[src/ttv_pkg.sv]
`timescale 1ns / 1ps

package ttv_pkg;

    localparam int POS_WIDTH = 24;
    localparam int UV_WIDTH  = 16;
    localparam int OUT_WIDTH = 16;

    // fraction bits of the tangent
    localparam int FRAC = OUT_WIDTH - 2;

    // edge and uv delta widths
    localparam int PW = POS_WIDTH + 1;
    localparam int UW = UV_WIDTH + 1;
    // tangent and determinant widths
    localparam int TW = PW + UW;
    localparam int DW = 2 * UW;
    // shared multiplier operand width
    localparam int MW = (PW > 31) ? PW : 31;
    // magnitude register width
    localparam int AW = (TW > 31) ? TW : 31;
    // block scaling brings the largest magnitude into [2^NORM_MSB, 2^(NORM_MSB+1))
    localparam int NORM_MSB = 29;
    // sum of squares, root and root remainder widths
    localparam int LW  = 64;
    localparam int RW  = 32;
    localparam int RMW = RW + 2;
    // divider numerator width
    localparam int NW  = NORM_MSB + 1 + FRAC + 1;

    localparam int STEP_W = 6;

    localparam logic [STEP_W-1:0] MUL_LAST  = STEP_W'(8);
    localparam logic [STEP_W-1:0] SQ_LAST   = STEP_W'(3);
    localparam logic [STEP_W-1:0] ROOT_LAST = STEP_W'(RW - 1);
    localparam logic [STEP_W-1:0] DIV_LAST  = STEP_W'(FRAC);

    // datapath operations
    localparam logic [3:0] OP_NONE  = 4'd0;
    localparam logic [3:0] OP_HOLD  = 4'd1;
    localparam logic [3:0] OP_LOAD2 = 4'd2;
    localparam logic [3:0] OP_MUL   = 4'd3;
    localparam logic [3:0] OP_ABS   = 4'd4;
    localparam logic [3:0] OP_NORM  = 4'd5;
    localparam logic [3:0] OP_SQ    = 4'd6;
    localparam logic [3:0] OP_RINIT = 4'd7;
    localparam logic [3:0] OP_ROOT  = 4'd8;
    localparam logic [3:0] OP_DINIT = 4'd9;
    localparam logic [3:0] OP_DIV   = 4'd10;
    localparam logic [3:0] OP_DEND  = 4'd11;
    localparam logic [3:0] OP_OUT   = 4'd12;

    typedef struct packed {
        logic signed [POS_WIDTH-1:0] pos_x;
        logic signed [POS_WIDTH-1:0] pos_y;
        logic signed [POS_WIDTH-1:0] pos_z;
        logic signed [UV_WIDTH-1:0]  tex_u;
        logic signed [UV_WIDTH-1:0]  tex_v;
    } in_item_t;

    typedef struct packed {
        logic signed [OUT_WIDTH-1:0] tangent_x;
        logic signed [OUT_WIDTH-1:0] tangent_y;
        logic signed [OUT_WIDTH-1:0] tangent_z;
        logic                        degenerate;
    } out_item_t;

    typedef struct packed {
        logic [3:0]        op;
        logic [STEP_W-1:0] step;
        logic [1:0]        comp;
    } cmd_t;

    typedef struct packed {
        logic deg;
        logic norm_done;
        logic out_busy;
    } stat_t;

endpackage

[src/ttv_controller.sv]
`timescale 1ns / 1ps

module ttv_controller (
    input  logic           clk,
    input  logic           rst_n,
    input  logic           in_valid,
    output logic           in_ready,
    input  ttv_pkg::stat_t stat,
    output ttv_pkg::cmd_t  cmd
);
    import ttv_pkg::*;

    localparam logic [3:0] S_IDLE  = 4'd0;
    localparam logic [3:0] S_MUL   = 4'd1;
    localparam logic [3:0] S_ABS   = 4'd2;
    localparam logic [3:0] S_NORM  = 4'd3;
    localparam logic [3:0] S_SQ    = 4'd4;
    localparam logic [3:0] S_RINIT = 4'd5;
    localparam logic [3:0] S_ROOT  = 4'd6;
    localparam logic [3:0] S_DINIT = 4'd7;
    localparam logic [3:0] S_DIV   = 4'd8;
    localparam logic [3:0] S_DEND  = 4'd9;
    localparam logic [3:0] S_FIN   = 4'd10;

    logic [3:0]        state_reg, state_next;
    logic [STEP_W-1:0] step_reg, step_next;
    logic [1:0]        comp_reg, comp_next;
    logic [1:0]        cnt_reg, cnt_next;

    always_comb
    begin
        state_next = state_reg;
        step_next  = step_reg;
        comp_next  = comp_reg;
        cnt_next   = cnt_reg;
        cmd.op     = OP_NONE;
        cmd.step   = step_reg;
        cmd.comp   = comp_reg;
        in_ready   = (state_reg == S_IDLE);
        case (state_reg)
            S_IDLE:
            begin
                if (in_valid)
                begin
                    if (cnt_reg < 2'd2)
                    begin
                        cmd.op   = OP_HOLD;
                        cmd.comp = cnt_reg;
                        cnt_next = cnt_reg + 2'd1;
                    end
                    else
                    begin
                        cmd.op     = OP_LOAD2;
                        cnt_next   = 2'd0;
                        step_next  = '0;
                        state_next = S_MUL;
                    end
                end
            end
            S_MUL:
            begin
                cmd.op = OP_MUL;
                if (step_reg == MUL_LAST)
                    state_next = S_ABS;
                else
                    step_next = step_reg + 1'b1;
            end
            S_ABS:
            begin
                cmd.op     = OP_ABS;
                state_next = S_NORM;
            end
            S_NORM:
            begin
                if (stat.deg)
                    state_next = S_FIN;
                else if (stat.norm_done)
                begin
                    step_next  = '0;
                    state_next = S_SQ;
                end
                else
                    cmd.op = OP_NORM;
            end
            S_SQ:
            begin
                cmd.op = OP_SQ;
                if (step_reg == SQ_LAST)
                    state_next = S_RINIT;
                else
                    step_next = step_reg + 1'b1;
            end
            S_RINIT:
            begin
                cmd.op     = OP_RINIT;
                step_next  = '0;
                comp_next  = 2'd0;
                state_next = S_ROOT;
            end
            S_ROOT:
            begin
                cmd.op = OP_ROOT;
                if (step_reg == ROOT_LAST)
                    state_next = S_DINIT;
                else
                    step_next = step_reg + 1'b1;
            end
            S_DINIT:
            begin
                cmd.op     = OP_DINIT;
                step_next  = '0;
                state_next = S_DIV;
            end
            S_DIV:
            begin
                cmd.op = OP_DIV;
                if (step_reg == DIV_LAST)
                    state_next = S_DEND;
                else
                    step_next = step_reg + 1'b1;
            end
            S_DEND:
            begin
                cmd.op = OP_DEND;
                if (comp_reg == 2'd2)
                    state_next = S_FIN;
                else
                begin
                    comp_next  = comp_reg + 2'd1;
                    state_next = S_DINIT;
                end
            end
            S_FIN:
            begin
                if (!stat.out_busy)
                begin
                    cmd.op     = OP_OUT;
                    state_next = S_IDLE;
                end
            end
            default:
                state_next = S_IDLE;
        endcase
    end

    always_ff @(posedge clk or negedge rst_n)
    begin
        if (!rst_n)
        begin
            state_reg <= S_IDLE;
            step_reg  <= '0;
            comp_reg  <= '0;
            cnt_reg   <= '0;
        end
        else
        begin
            state_reg <= state_next;
            step_reg  <= step_next;
            comp_reg  <= comp_next;
            cnt_reg   <= cnt_next;
        end
    end

endmodule
[config.mk]
export PLATFORM = sky130hd
export DESIGN_NAME = ttv_controller
export DESIGN_NICKNAME = d
export VERILOG_FILES = /design/src/ttv_pkg.sv /design/src/ttv_controller.sv
export SDC_FILE = /design/constraint.sdc
export NUM_CORES = 1
export LEC_CHECK = 0
export BUFFER_PORTS_ARGS = -buffer_cell sky130_fd_sc_hd__buf_2
export CORE_MARGIN = 2
export CORE_UTILIZATION = 55
export DETAILED_ROUTE_END_ITERATION = 12
export MAX_ROUTING_LAYER = met4
export PLACE_DENSITY_LB_ADDON = 0.12
export SLEW_MARGIN = 25
export SYNTH_ARGS = -nofsm -noshare
export SYNTH_HDL_FRONTEND = slang
export SYNTH_SLANG_ARGS = --single-unit
[constraint.sdc]
create_clock -name clk -period 3.5 [get_ports clk]
set_input_delay 0.35 -clock clk [delete_from_list [all_inputs] [get_ports clk]]
set_output_delay 0.35 -clock clk [all_outputs]
set_load 0.05 [all_outputs]
==> flow_summary.toml, run 1 <==
[global_routing]
grt_usage = 0.239
grt_pass1_vias = 972
grt_pass1_wl_mm = 4.51
overflow = 0
grt_antenna_before_repair = 0
grt_max_degree = 20

[critical_path]
critPathKind = "flip-flop to output port"
path_cells = "nor4_2 > nand2_1 > nor2_1 > nand2_1 > o21ai_0 > buf_2"
path_delay_family = "simple AND/OR/NAND/NOR gates"
rrSetupSlack_ns = 1.33
critPathBufInv = 1
rr_worst_depth = 6
critPathCaptureType = "output port"
path_max_fanout = 16
cp_data_arrival_time_ns = 2.15
crit_required_ns = 3.15
cp_common_cell = "nand2_1"
crit_path_top_delay_cell = "dfrtp_1"
timing.rr.end = "state_reg[3]"
rr_startpoint = "step_reg[0]"
max_stage_delay_ns = 0.57
cp-start-kind = "flip-flop"

[drt]
drt-wirelength-per-cell_um = 14.3
wl_mm = 2.60
drt_iter0_drc = 30
first_pass_iters = 4
ant_nets = 0
viasPerCell = 6.09
vias = 1109
post-route-drc-count = 0

[clocking]
cts_setup_buffers = 0
clock_latency_ns = 0.28
cts_root_buf = "clkbuf_4"
tritoncts = "done"
path_clk_slew_ns = 0.09
clk_path_buf_depth = 2
htree_levels = 1
cts.sinks = 14
postCtsResizedCells = 0
numCtsBuffers = 3

[synth]
syn_avg_cell_area_um2 = 8.33
yosys_warnings = 0
synth_top_area_share = 0.300
syn_area_um2 = 1170
synth_edf_count = 0
ys_ff_latch = 14
synthCells = 140
synth_nets = 150
synth_flop_cell = "dfrtp_1"
synth.lib_cells_used.distinct = 46
synthTopCellsByArea = "dfrtp_1, nand2_1, ha_1"
yosysTopAreaCell = "dfrtp_1"
ys_seq_area_frac = 0.300
synthArstFlopShare = 1.00

[timing]
hold_violations = 0
hold_ws_ns = 0.377
period_share = 0.713
grt_setup_unrepaired = "no"
drv_slew = 0
tightest_slew_ns = 0.580
skew_ns = 0.00165
relSlewSlack = 0.613
fmax_mhz = 401
fin_setup_tns_ns = 0
fin_crit_ns = 2.50
setup_viol = 0

[floorplan]
dieWidth_um = 50.0
die-area_um2 = 2500
fp.coreArea_um2 = 1980
start_util = 0.588
die_h_um = 50.0
row_count = 16
ios = 19

[final_layout]
largest_reg_flops = 6
antennaDiodeCount = 0
drive_above_1_share = 0.219
fin_nets = 166
fillCellCount = 176
area_delta_synth_final_pct = 11.5

[hold_path]
hold_path_class = "input pin to flip-flop"
min_to = "cnt_reg[1]"
hold_start = "in_valid"
worstHoldPathCells = 4

[placed_design]
port_buffers = 18
dp_hpwl_mm = 1.89
place_congestion = 0.920

[status]
status = "finished clean"

[power]
peakVddDrop_mv = 0.212
p_leak_nw = 0.585
power.density_nw_per_um2 = 222

[job]
drv_cap = 0
==> routing by layer <==
layer	track usage	wire (um)	vias to the layer above
met1	0.346	1260	519
met5	-	0	-
li1	-	-	551
met2	0.331	1160	32
met4	0.0972	45	0
met3	0.0364	129	7
==> cell families after synthesis <==
family / share of synthesized area
buffers and inverters: 0.0504
adder cells (fa/ha/maj): 0.0429
AND/OR/NAND/NOR: 0.340
multiplexers: 0.0397
flip-flops: 0.300
AO/OA/AOI/OAI: 0.226
==> synth_stat cells (2+ instances only) <==
library cell   n
a21oi_1        3
a22o_1         5
a31oi_1        2
a32oi_1        2
and3_4         2
buf_1          2
buf_2          5
dfrtp_1       14
ha_1           4
inv_1          6
mux2i_1        2
nand2_1       21
nand2b_1       8
nand3_1        6
nand3b_1       2
nor2_1        10
nor2b_1        4
nor3_1         2
o21ai_0        7
o21ai_1        3
o22ai_1        2
or3_1          2
or3b_1         2
or4b_4         2
==> per-stage QoR <==
stage / cells / power, mW / util / setup slack, ns / area (um2)
6_report: 182 / 0.289 / 0.656 / 1.00 / 1300
5_1_grt: 182 / 0.302 / 0.656 / 0.807 / 1300
4_1_cts: 182 / 0.290 / 0.656 / 0.999 / 1300
3_5_place_dp: 177 / 0.173 / 0.633 / 1.32 / 1250
3_3_place_gp: 177 / 0.173 / 0.633 / 1.36 / 1250
2_1_floorplan: 140 / 0.166 / - / 0.620 / 1170
==> area by class of cell <==
class                           instances  area (um2)  area share
Inverter                                6        22.5      0.0173
Multi-Input combinational cell        112         757       0.582
Timing Repair Buffer                   19         100      0.0770
Tap cell                               27        33.8      0.0260
Clock buffer                            4        36.3      0.0279
Sequential cell                        14         350       0.269
==> timing repair <==
| item | in CTS | in global routing |
|---|---|---|
| hold endpoints to repair | 14 | 0 |
| hold buffers | 1 | 0 |
| setup endpoints to repair | 0 | 0 |
==> worst reg2reg max path, cell delays in order (launching register included) <==
cell     delay, ns
dfrtp_1       0.44
ha_1          0.25
nand3_1       0.12
or3b_1        0.42
a32oi_2       0.28
and3_4        0.25
mux2_4        0.30
==> layout by cell type (no fill, tap or decap), types with 2 or more instances in the layout <==
cell	instances
mux2i_1	2
dfrtp_1	14
ha_1	4
o21ai_1	3
buf_2	18
a31oi_1	2
and3_4	2
a32oi_1	2
nor2_1	10
inv_1	6
nand3_1	6
nand3b_1	2
or4b_4	2
or3b_1	2
nand2_1	21
nor2b_1	4
clkbuf_4	3
a21oi_1	3
or3_1	2
o21ai_0	7
o22ai_1	2
nand2b_1	8
a22o_1	5
nor3_1	2
==> power breakdown <==
part	switching [mW]	internal (mW)	total (mW)
Clock	0.0553	0.0633	0.119
Combinational	0.00565	0.00308	0.00873
Sequential	0	0.162	0.162
==> worst max path at each step <==
stage	startpoint	end	slack (ns)	cells after the start
2_1_floorplan	state_reg[2]	cmd[0]	0.62	6
3_3_place_gp	state_reg[0]	cmd[0]	1.36	6
3_5_place_dp	state_reg[0]	cmd[0]	1.32	6
4_1_cts	state_reg[0]	cmd[0]	1.0	6
5_1_grt	state_reg[2]	cmd[0]	0.81	6
6_report	state_reg[0]	cmd[0]	1.00	6
Power figures use the tool's default switching activity.
==> inputs of run 2 (changes only) <==
clock period = 2.5 ns   (was 3.5 ns; I/O delays follow)
==> flow_summary.toml, run 2 (synthesis gave the netlist of run 1 again) <==
[status]
status = "finished clean"

[timing]
grt_setup_unrepaired = "no"
setup_slack_ns = 0.249
fin_crit_ns = 2.25
fin_setup_tns_ns = 0
skew_ns = 0.000734
tightest_slew_ns = 0.417
period_share = 0.900
hold_violations = 0
fmax_mhz = 444
setup_viol = 0
drv_slew = 0
relSlewSlack = 0.722

[floorplan]
fp.coreArea_um2 = 1980
dieWidth_um = 50.0
start_util = 0.588
row_count = 16
ios = 19
die_h_um = 50.0
die-area_um2 = 2500

[hold_path]
worstHoldPathCells = 4
hold_path_class = "input pin to flip-flop"

[drt]
ant_nets = 0
wl_mm = 2.72
drt-wirelength-per-cell_um = 14.7
first_pass_iters = 5
viasPerCell = 6.01
vias = 1111
post-route-drc-count = 0
drt_iter0_drc = 22

[final_layout]
fin_util = 0.672
drive_above_1_share = 0.241
largest_reg_flops = 6
mostFrequentLayoutCells = "nand2_1, buf_2, dfrtp_1"
fin_nets = 169
area_delta_synth_final_pct = 14.3
antennaDiodeCount = 0
layout_commonest_cell = "nand2_1"

[power]
peakVddDrop_mv = 0.313
p_leak_nw = 0.599
power_mw = 0.406
power.density_nw_per_um2 = 305

[critical_path]
cp_data_arrival_time_ns = 2.00
path_max_fanout = 11
crit_required_ns = 2.25
critPathCaptureType = "output port"
rr_worst_depth = 6
cp-start-kind = "flip-flop"
critPathKind = "flip-flop to output port"

[clocking]
clk_path_buf_depth = 2
numCtsBuffers = 3
cts_setup_buffers = 0
tritoncts = "done"
path_clk_slew_ns = 0.09
cts_root_buf = "clkbuf_4"
cts.sinks = 14
clock_latency_ns = 0.28
htree_levels = 1

[global_routing]
grt_max_degree = 17
grt_pass1_wl_mm = 4.55
grt_usage = 0.238
grt_pass1_vias = 1028
grt_antenna_before_repair = 0
overflow = 0

[placed_design]
dp_slack_ns = 0.360
dp_hpwl_mm = 2.06
place_congestion = 0.912
port_buffers = 18

[job]
drv_cap = 0
-- run 2: changes by cell type in the layout (fill, tap and decap cells not counted) --
cell / before / now
nor4_2: 1 / 0
buf_4: 0 / 3
dfrtp_1: 14 / 13
nor4_4: 0 / 1
dfrtp_2: 0 / 1
-- run 2: timing repair --
action,CTS,global route
setup endpoints to repair,0,1
hold endpoints to repair,14,0
hold buffers,1,0
resized for setup,0,1
-- run 2: power by group --
| group | switching (mW) | internal, mW |
|---|---|---|
| sequential | 0 | 0.226 |
| combinational | 0.00770 | 0.00431 |
| clock | 0.0794 | 0.0886 |
| total | 0.0871 | 0.319 |
-- run 2: per-layer routing --
metal / GRT usage / part of all wire / up-vias
li1: - / - / 545
met1: 0.331 / 0.49 / 519
met2: 0.366 / 0.46 / 43
met3: 0.0333 / 0.048 / 4
met4: 0.0556 / 0.0070 / 0
met5: - / 0 / -
-- run 2: final timing paths --
kind                               from           end  slack [ns]
min in group asynchronous         rst_n   step_reg[5]        0.38
max in group asynchronous         rst_n  state_reg[1]        1.85
setup reg to reg            step_reg[1]  state_reg[3]        0.32
hold reg to reg              cnt_reg[1]    cnt_reg[1]        0.51
setup / recovery           state_reg[3]        cmd[0]        0.25
hold / removal                 in_valid    cnt_reg[1]        0.27
-- run 2: layout make-up --
type,count,area [um2]
well taps,27,33.8
clock buffers,4,36.3
inverters,6,22.5
flip-flops and latches,14,352
fillers,172,649
repair buffers,22,123
multi-input cells,112,766
-- run 2: through the flow --
stage | area, um2 | hold slack [ns] | cells
2_1_floorplan | 1170 | -0.0456 | 140
3_3_place_gp | 1280 | 0.164 | 180
3_5_place_dp | 1280 | 0.165 | 180
4_1_cts | 1330 | 0.273 | 185
5_1_grt | 1330 | 0.301 | 185
6_report | 1330 | 0.274 | 185
-- run 2: worst max-delay path, cell delays in order (launching register included) --
cell	delay, ns
dfrtp_1	0.47
buf_4	0.22
nor4_4	0.18
nand2_1	0.13
nor2_1	0.25
nand2_1	0.11
o21ai_0	0.08
buf_2	0.28
==> inputs of run 3 (changes only) <==
BUFFER_PORTS_ARGS = -buffer_cell sky130_fd_sc_hd__clkbuf_2   (was -buffer_cell sky130_fd_sc_hd__buf_2)
==> flow_summary.toml, run 3 (synthesis gave the netlist of run 1 again) <==
[status]
status = "finished clean"

[timing]
setup_slack_ns = 0.251
fmax_mhz = 445
relSlewSlack = 0.689
hold_ws_ns = 0.279
hold_violations = 0
drv_slew = 0
fin_setup_tns_ns = 0
tightest_slew_ns = 0.466
setup_viol = 0
skew_ns = 0.00185
fin_crit_ns = 2.25
period_share = 0.900
grt_setup_unrepaired = "no"

[final_layout]
area_delta_synth_final_pct = 13.1
layout.area.seq_um2 = 352
mostFrequentLayoutCells = "nand2_1, clkbuf_2, dfrtp_1"
drive_above_1_share = 0.236
multi_input_area_um2 = 766
layout_commonest_cell = "nand2_1"
largest_reg_flops = 6
antennaDiodeCount = 0
fin_nets = 169
fillCellCount = 168

[critical_path]
max_stage_delay_ns = 0.55
cp_common_cell = "nand2_1"
critPathKind = "flip-flop to output port"
cp_data_arrival_time_ns = 2.00
path_cells = "nor4_4 > nand2_1 > nor2_1 > nand2_1 > o21ai_0 > clkbuf_2"
path_max_fanout = 13
crit_required_ns = 2.25
rrSetupSlack_ns = 0.33
critPathCaptureType = "output port"
cp-start-kind = "flip-flop"
crit_path_top_delay_cell = "dfrtp_1"

[global_routing]
grt_pass1_vias = 993
grt_max_degree = 17
overflow = 0
grt_pass1_wl_mm = 4.82
grt_antenna_before_repair = 0
grt_usage = 0.257

[floorplan]
start_util = 0.588
fp.coreArea_um2 = 1980
dieWidth_um = 50.0
ios = 19
die-area_um2 = 2500
row_count = 16
die_h_um = 50.0

[drt]
wl_mm = 2.74
met1_length_mm = 1.27
first_pass_iters = 4
drt-wirelength-per-cell_um = 14.9
post-route-drc-count = 0
ant_nets = 0
viasPerCell = 6.01
drt_iter0_drc = 28
routed.top_layer = "met4"
met3_length_um = 143
wl_met2_mm = 1.30
vias = 1106

[clocking]
tritoncts = "done"
path_clk_slew_ns = 0.09
clk_path_buf_depth = 2
cts_setup_buffers = 0
htree_levels = 1
cts_root_buf = "clkbuf_4"
cts.sinks = 14
clock_latency_ns = 0.28
numCtsBuffers = 3

[power]
power.density_nw_per_um2 = 280
p_leak_nw = 0.593
peakVddDrop_mv = 0.245
power_mw = 0.369

[placed_design]
dp_slack_ns = 0.352
dp_hpwl_mm = 2.07
port_buffers = 18
place_congestion = 0.890

[job]
drv_cap = 0

[hold_path]
hold_path_class = "input pin to flip-flop"
-- run 3: changes by cell type in the layout (fill, tap and decap cells not counted) --
cell / previous run / this run
buf_2: 18 / 0
clkbuf_8: 1 / 0
clkbuf_2: 0 / 18
-- run 3: routing by layer --
metal / vias up / GRT usage
met5: - / -
met4: 0 / 0.0833
met3: 4 / 0.0333
met2: 35 / 0.379
met1: 521 / 0.363
li1: 546 / -
-- run 3: final cells by class --
class / count / share of cell area
clock buffers: 3 / 0.0171
inverters: 6 / 0.0171
multi-input cells: 112 / 0.581
flip-flops and latches: 14 / 0.267
well taps: 27 / 0.0256
repair buffers: 22 / 0.0930
-- run 3: critical path, delay by kind of cell (launching register included) --
kind,cells,cell delay [ns]
AOI/OAI and AO/OA,1,0.09
buffers and inverters,1,0.30
DFF,1,0.55
and+or+nand+nor,4,0.79
-- run 3: through the flow --
| step | cells | cell area, um2 | utilization |
|---|---|---|---|
| after floorplan | 140 | 1170 | - |
| after global placement | 180 | 1280 | 0.648 |
| after detailed placement | 180 | 1280 | 0.648 |
| after CTS | 184 | 1320 | 0.665 |
| after global routing | 184 | 1320 | 0.665 |
| final | 184 | 1320 | 0.665 |
-- run 3: path summary, 6_finish.rpt --
path	startpoint	endpoint	cells past startpoint
setup / recovery	state_reg[2]	cmd[0]	6
hold / removal	in_valid	cnt_reg[1]	4
setup reg to reg	step_reg[1]	state_reg[3]	6
hold reg to reg	cnt_reg[0]	cnt_reg[1]	2
max in group asynchronous	rst_n	state_reg[1]	2
min in group asynchronous	rst_n	step_reg[5]	2
-- run 3: timing repair --
action | in CTS | in global routing
gates resized for setup | 0 | 1
endpoints found under the setup margin | 0 | 1
endpoints found under the hold margin | 14 | 0
hold buffers | 1 | 0
-- run 3: where the power goes --
group	internal, mW	switching, mW
Combinational	0.00429	0.00807
Clock	0.0559	0.0747
Sequential	0.226	0
Total	0.286	0.0828
